<file path="config.mk">
export PLATFORM = sky130hd
export DESIGN_NAME = hsd_ctrl
export DESIGN_NICKNAME = d
export VERILOG_FILES = /design/src/hsd_pkg.sv /design/src/hsd_ctrl.sv
export VERILOG_INCLUDE_DIRS = /design/src /design/src/src
export SDC_FILE = /design/constraint.sdc
export NUM_CORES = 1
export LEC_CHECK = 0
export ABC_AREA = 1
export BUFFER_PORTS_ARGS = -buffer_cell sky130_fd_sc_hd__clkbuf_2
export CORE_MARGIN = 10
export CORE_UTILIZATION = 46
export DETAILED_ROUTE_END_ITERATION = 10
export PLACE_DENSITY = 0.7
export SLEW_MARGIN = 10
export SYNTH_ARGS = -nofsm -noshare
export SYNTH_HDL_FRONTEND = slang
export SYNTH_SLANG_ARGS = --single-unit
</file>
<file path="constraint.sdc">
create_clock -name aclk -period 3.9 [get_ports aclk]
set_input_delay 0.78 -clock aclk [delete_from_list [all_inputs] [get_ports aclk]]
set_output_delay 0.78 -clock aclk [all_outputs]
set_load 0.1 [all_outputs]
</file>
<file path="src/huffman_stream_decoder_macros.svh">
// Assertion helpers shared by the decoder modules.
`ifndef HUFFMAN_STREAM_DECODER_MACROS_SVH
`define HUFFMAN_STREAM_DECODER_MACROS_SVH

// Condition must hold at every edge out of reset.
`define HSD_ASSERT_HOLDS(label, clk, rstn, cond, msg) \
    label: assert property (@(posedge clk) disable iff (!rstn) (cond)) \
        else $error(msg);

// Antecedent implies consequent in the same cycle.
`define HSD_ASSERT_IMPLIES(label, clk, rstn, ante, cons, msg) \
    label: assert property (@(posedge clk) disable iff (!rstn) (ante) |-> (cons)) \
        else $error(msg);

// Antecedent implies consequent in the next cycle.
`define HSD_ASSERT_NEXT(label, clk, rstn, ante, cons, msg) \
    label: assert property (@(posedge clk) disable iff (!rstn) (ante) |=> (cons)) \
        else $error(msg);

`endif

</file>
<file path="src/hsd_pkg.sv">
package hsd_pkg;

    localparam int NODE_COUNT_DEF  = 512;
    localparam int STACK_DEPTH_DEF = 256;

    localparam int SYMBOL_W     = 8;
    localparam int SYMBOL_BITS  = 8;
    localparam int MARKER_BYTES = 3;

    // position of the last bit of a byte in the bit counter
    localparam logic [2:0] LAST_BIT = 3'd7;

    typedef enum logic [1:0] {
        PH_HEADER = 2'd0,
        PH_MARKER = 2'd1,
        PH_DATA   = 2'd2
    } phase_t;

    typedef enum logic [7:0] {
        S_IDLE  = 8'b0000_0001,
        S_HDR   = 8'b0000_0010,
        S_POP   = 8'b0000_0100,
        S_PATCH = 8'b0000_1000,
        S_DAT   = 8'b0001_0000,
        S_CHK   = 8'b0010_0000,
        S_FLUSH = 8'b0100_0000,
        S_END   = 8'b1000_0000
    } state_t;

    typedef struct packed {
        logic load;
        logic advance;
        logic restart;
        logic hdr_step;
        logic patch_rd;
        logic patch_wr;
        logic dat_step;
        logic dat_chk;
        logic flush;
    } cmd_t;

    typedef struct packed {
        logic sym_pending;
        logic sym_last;
        logic stack_empty;
        logic root_leaf;
        logic rd_leaf;
        logic held_valid;
        logic out_room;
    } status_t;

endpackage

</file>
<file path="src/hsd_ctrl.sv">
`include "huffman_stream_decoder_macros.svh"

module hsd_ctrl (
    input  logic             aclk,
    input  logic             aresetn,
    input  logic             s_valid,
    output logic             s_ready,
    input  logic             s_last_byte,
    input  hsd_pkg::status_t st,
    output hsd_pkg::cmd_t    cmd
);

    hsd_pkg::state_t state_reg,  state_next;
    hsd_pkg::phase_t phase_reg,  phase_next;
    logic [1:0]      marker_reg, marker_next;
    logic [2:0]      bit_cnt_reg, bit_cnt_next;
    logic            last_reg,   last_next;
    logic            can_emit;

    assign can_emit = !st.held_valid || st.out_room;
    assign s_ready  = (state_reg == hsd_pkg::S_IDLE);

    always_comb begin
        state_next   = state_reg;
        phase_next   = phase_reg;
        marker_next  = marker_reg;
        bit_cnt_next = bit_cnt_reg;
        last_next    = last_reg;
        cmd          = '0;

        case (state_reg)
            hsd_pkg::S_IDLE: begin
                if (s_valid) begin
                    cmd.load     = 1'b1;
                    last_next    = s_last_byte;
                    bit_cnt_next = '0;
                    case (phase_reg)
                        hsd_pkg::PH_MARKER: begin
                            // marker bytes are dropped in the accept cycle
                            if (marker_reg > 2'd1) begin
                                marker_next = marker_reg - 2'd1;
                            end else begin
                                marker_next = '0;
                                phase_next  = hsd_pkg::PH_DATA;
                            end
                            if (s_last_byte) begin
                                cmd.restart = 1'b1;
                                phase_next  = hsd_pkg::PH_HEADER;
                                marker_next = 2'(hsd_pkg::MARKER_BYTES);
                            end
                        end
                        hsd_pkg::PH_DATA: begin
                            state_next = hsd_pkg::S_DAT;
                        end
                        default: begin
                            phase_next = hsd_pkg::PH_HEADER;
                            state_next = hsd_pkg::S_HDR;
                        end
                    endcase
                end
            end
            hsd_pkg::S_HDR: begin
                cmd.hdr_step = 1'b1;
                if (st.sym_pending && st.sym_last) begin
                    if (st.stack_empty) begin
                        // header complete: drop the rest of this byte
                        phase_next  = hsd_pkg::PH_MARKER;
                        marker_next = 2'(hsd_pkg::MARKER_BYTES);
                        state_next  = hsd_pkg::S_END;
                    end else begin
                        state_next = hsd_pkg::S_POP;
                    end
                end else begin
                    cmd.advance  = 1'b1;
                    bit_cnt_next = bit_cnt_reg + 3'd1;
                    if (bit_cnt_reg == hsd_pkg::LAST_BIT) begin
                        state_next = hsd_pkg::S_END;
                    end
                end
            end
            hsd_pkg::S_POP: begin
                cmd.patch_rd = 1'b1;
                state_next   = hsd_pkg::S_PATCH;
            end
            hsd_pkg::S_PATCH: begin
                cmd.patch_wr = 1'b1;
                cmd.advance  = 1'b1;
                bit_cnt_next = bit_cnt_reg + 3'd1;
                state_next   = (bit_cnt_reg == hsd_pkg::LAST_BIT) ? hsd_pkg::S_END
                                                                  : hsd_pkg::S_HDR;
            end
            hsd_pkg::S_DAT: begin
                if (!st.root_leaf || can_emit) begin
                    cmd.dat_step = 1'b1;
                    if (st.root_leaf) begin
                        cmd.advance  = 1'b1;
                        bit_cnt_next = bit_cnt_reg + 3'd1;
                        if (bit_cnt_reg == hsd_pkg::LAST_BIT) begin
                            state_next = hsd_pkg::S_FLUSH;
                        end
                    end else begin
                        state_next = hsd_pkg::S_CHK;
                    end
                end
            end
            hsd_pkg::S_CHK: begin
                if (!st.rd_leaf || can_emit) begin
                    cmd.dat_chk  = 1'b1;
                    cmd.advance  = 1'b1;
                    bit_cnt_next = bit_cnt_reg + 3'd1;
                    state_next   = (bit_cnt_reg == hsd_pkg::LAST_BIT) ? hsd_pkg::S_FLUSH
                                                                      : hsd_pkg::S_DAT;
                end
            end
            hsd_pkg::S_FLUSH: begin
                if (!st.held_valid || st.out_room) begin
                    cmd.flush  = st.held_valid;
                    state_next = hsd_pkg::S_END;
                end
            end
            hsd_pkg::S_END: begin
                if (last_reg) begin
                    cmd.restart = 1'b1;
                    phase_next  = hsd_pkg::PH_HEADER;
                    marker_next = 2'(hsd_pkg::MARKER_BYTES);
                end
                state_next = hsd_pkg::S_IDLE;
            end
            default: begin
                state_next = hsd_pkg::S_IDLE;
            end
        endcase
    end

    always_ff @(posedge aclk) begin
        if (!aresetn) begin
            state_reg   <= hsd_pkg::S_IDLE;
            phase_reg   <= hsd_pkg::PH_HEADER;
            marker_reg  <= 2'(hsd_pkg::MARKER_BYTES);
            bit_cnt_reg <= '0;
            last_reg    <= 1'b0;
        end else begin
            state_reg   <= state_next;
            phase_reg   <= phase_next;
            marker_reg  <= marker_next;
            bit_cnt_reg <= bit_cnt_next;
            last_reg    <= last_next;
        end
    end

    logic step_cmds_ok;
    logic hdr_accept;
    logic in_hdr;
    logic phase_is_hdr;
    assign step_cmds_ok = $onehot0({cmd.hdr_step, cmd.patch_rd, cmd.patch_wr,
                                    cmd.dat_step, cmd.dat_chk, cmd.flush});
    assign hdr_accept   = s_valid && s_ready && (phase_reg != hsd_pkg::PH_MARKER)
                          && (phase_reg != hsd_pkg::PH_DATA);
    assign in_hdr       = (state_reg == hsd_pkg::S_HDR);
    assign phase_is_hdr = (phase_reg == hsd_pkg::PH_HEADER);

    `HSD_ASSERT_HOLDS(a_one_step_cmd, aclk, aresetn, step_cmds_ok, "datapath steps overlap")
    `HSD_ASSERT_NEXT(a_hdr_start, aclk, aresetn, hdr_accept, in_hdr, "header request did not start parsing")
    `HSD_ASSERT_IMPLIES(a_hdr_phase, aclk, aresetn, in_hdr, phase_is_hdr, "header step outside header phase")

endmodule

</file>
Word level (Yosys, flattened, before mapping)
Index checks and enable logic that the tools add are counted.
{"block": "word_totals", "ff_bits": 16, "input_bits": 11, "output_inout_bits": 10, "wordCells": 103}
{"block": "classes", "add_sub_neg": 2, "magnitude_cmp": 1, "eq_ne": 26, "n_mux": 55, "reduce_logical": 14}
{"op": "$mux 8", "n": 10}
{"op": "$pmux 8 s7", "n": 1}
{"op": "$mux 2", "n": 13}
{"op": "$ne 2x2->1 const B", "n": 10}
{"op": "$mux 1", "n": 18}
{"op": "$pmux 8 s2", "n": 1}
{"op": "$mux 3", "n": 5}
{"op": "$pmux 3 s5", "n": 1}
{"op": "$reduce_and 7->1", "n": 2}
{"op": "$pmux 2 s3", "n": 2}
{"op": "$reduce_and 6->1", "n": 2}
{"op": "$eq 8x1->1 const B", "n": 1}
{"op": "$eq 8x2->1 const B", "n": 1}
{"op": "$eq 8x3->1 const B", "n": 1}
{"op": "$eq 8x4->1 const B", "n": 1}
{"op": "$eq 8x5->1 const B", "n": 1}
{"op": "$eq 8x6->1 const B", "n": 1}
{"op": "$eq 8x7->1 const B", "n": 1}
{"op": "$eq 8x8->1 const B", "n": 1}
{"op": "$mux 7", "n": 1}
{"op": "$reduce_bool 5->1", "n": 1}
{"op": "$ne 2x1->1 const B", "n": 2}
{"op": "$ne 4x4->1 const B", "n": 1}
{"op": "$pmux 1 s4", "n": 1}
{"op": "15 further kinds", "n": 19}

Depth between registers and ports, before layout
{"block": "depth", "ltp_word": 6, "mapped_depth": 11, "ltp_nobuf": 11}

Worst setup path after synthesis
No wires, ideal clock.
{"block": "synth_path", "kind": "register -> output", "startpoint": "register state_reg[4]", "endpoint": "output port cmd[6] (netlist name)", "t_arrival_ps": 3713, "t_required_ps": 3120, "setup_slack_ps": -593, "stages_incl_launch_ff": 8, "path_cell_list": "dfxtp_1 nor2_2 nand2_4 nor2_4 nand2_1 inv_1 nand2_1 o22ai_1"}
{"element": "start, declared", "line": "hsd_ctrl.sv:13", "source": "hsd_pkg::state_t state_reg, state_next;"}
{"element": "start signal, assigned", "line": "hsd_ctrl.sv:137", "source": "state_reg <= hsd_pkg::S_IDLE;"}
{"element": "start signal, assigned", "line": "hsd_ctrl.sv:143", "source": "state_reg <= state_next;"}
{"element": "end, declared", "line": "hsd_ctrl.sv:10", "source": "output hsd_pkg::cmd_t cmd"}

==> results.toml <==
[clocking]
clock_path_buffers = 2
hold_buffers = 0
clk_pin_slew_ps = 100
cts_max_level = 1
cts_setup_buffers = 0
clk_latency_ps = 280
postCtsResizedCells = 0
cts_buffers = 3
cts_sinks = 16
ctsRootBufferMaster = "clkbuf_4"
tritoncts = "yes"

[grt]
grt_max_degree = 12
grt.total_usage_pct = 11.4
antenna_found_initial = 0
use_met2_pct = 18.4
grt_pass1_wl_um = 5150
globalRouteMet1Util_pct = 15.0
top_usage_layer = "met2"
overflow = 0
groute.layer.met3.usage_pct = 2.42
grt_pass1_vias = 1226

[layout]
final_cell_mix = "nand2_1, inv_1, nor2_1, nand3_1, clkbuf_2"
final_common_cell = "nand2_1"
largest_reg_flops = 8
insertedDiodeCount = 0
fin_util_pct = 53.8
fill_cells = 281
synthToLayoutAreaGrowth_pct = 12.3
drive_gt1_share_pct = 28.6
final_nets = 241

[floorplanning]
die-area_mm2 = 0.00542
core_mm2 = 0.00276
start_util_pct = 47.9
die_h_um = 73.6
pin_count = 21
rows = 19
die_w_um = 73.6

[route]
drt-initial-drc-count = 63
via_per_inst = 4.84
drc = 0
num_vias = 1248
final_antenna_net_count = 0
detail_route.first_pass.iterations = 4
drt_wl_total_um = 2860
wl_per_cell_um = 11.1

[timing]
rsz0062_at_grt = "false"
fin_crit_sh_pct = 72.6
finalSetupTns_ps = 0
fmax_mhz = 353
finalHoldViolations = 0
holdWs_ps = 472
relSlewSlack_pct = 63.9
setup_viol = 0
period_minus_slack_ps = 2830
finalMaxSlewViolations = 0
final.setup_skew_ps = 0.419
tightest_slew_ps = 544

[worst_setup_path]
cp-start-kind = "flop"
worstPathMaxFanout = 6
worstPathRequired_ps = 3120
worst-setup-path-type = "reg2out"
cp.arrival_ps = 2050
end_kind = "primary output"

[power]
ir_drop_v = 0.000672
powerDensity_mw_per_mm2 = 791
p_leak_nw = 0.764

[synthesis]
synth.area.top_cells = "dfxtp_1, nand2_1, nand3_1, inv_1, nor2_1"
synthCells = 205
syn_area_mm2 = 0.00132
synth_fp_nets = 218
ys_seq_elements = 16
synth_area_per_cell_um2 = 6.45
synth_top_area_share_pct = 24.2
ys_seq_area_share_pct = 24.2
synthDistinctLibCells = 28
yosysWarnings = 0
synth_area_leader_cell = "dfxtp_1"

[placement]
portBuffers = 20
place_hpwl_um = 2440
gp_congestion = 0.825

[worst_hold_path]
hold_path.class = "reg2reg"

[outcome]
status = "finished, final reports clean"

[flow_run]
cap_violations = 0
power breakdown:
part	total, W	switching [W]	leakage, nW	internal (W)
clock	0.000111	0.0000540	0.0210	0.0000568
sequential	0.000249	0.0000399	0.131	0.000209
combinational	0.000814	0.000576	0.612	0.000238
total	0.00117	0.000670	0.764	0.000504
final cells by class:
cell class	instances	area, um2	area share, %
well taps	31	38.8	2.61
multi-input cells	154	862	58.1
inverters	33	126	8.52
flip-flops and latches	16	320	21.6
clock buffers	4	36.3	2.45
repair buffers	20	100	6.75
synthesized netlist by cell type (all sizes together):
library cell  number
nand2             61
nor2              43
inv               33
nand3             25
dfxtp             16
a21oi              8
buf                2
ha                 2
nand3b             2
nand4              2
nor3               2
o211ai             2
o21ai              2
o22ai              2
a21boi             1
nor4               1
o2111ai            1
metal layers:
| metal | wire, um | part of all wire [%] |
|---|---|---|
| met3 | 118 | 4.1 |
| met1 | 1400 | 49 |
| met4 | 15 | 0.52 |
| met5 | 0 | 0 |
| met2 | 1330 | 46 |
final timing paths:
| kind | from | end | slack, ps | cells after the start |
|---|---|---|---|---|
| hold / removal | last_reg$_SDFFE_PN0P_ | last_reg$_SDFFE_PN0P_ | 470 | 2 |
| hold reg to reg | last_reg$_SDFFE_PN0P_ | last_reg$_SDFFE_PN0P_ | 470 | 2 |
| setup reg to reg | state_reg[4]$_SDFFE_PN0P_ | marker_reg[1]$_SDFFE_PN1P_ | 2400 | 8 |
| setup / recovery | state_reg[4]$_SDFFE_PN0P_ | cmd[6] | 1070 | 8 |
cell families after synthesis:
kind of cell    count (synthesis)  share of synthesized area (%)
compound gates                 16                           7.67
simple gates                  136                           55.2
buf+inv                        35                           11.0
flops                          16                           24.2
fa+ha+maj                       2                           1.89
critical path: stages (launching register included):
cell,delay [ps]
dfxtp_1,380
nor2_2,190
nand2_4,140
nor2_4,200
nand2_1,130
inv_1,90
nand2_1,80
o22ai_2,90
clkbuf_2,470
through the flow:
stage | area (um2) | instances | power [W] | setup WS (ps)
6_report | 1480 | 258 | 0.00117 | 1070
5_1_grt | 1480 | 258 | 0.00129 | 917
4_1_cts | 1480 | 258 | 0.00118 | 1040
3_5_place_dp | 1450 | 254 | 0.00107 | 1200
3_3_place_gp | 1450 | 254 | 0.00107 | 1270
2_1_floorplan | 1330 | 205 | 0.000945 | 55.5
Note: power is estimated with default switching activity, not from simulation.
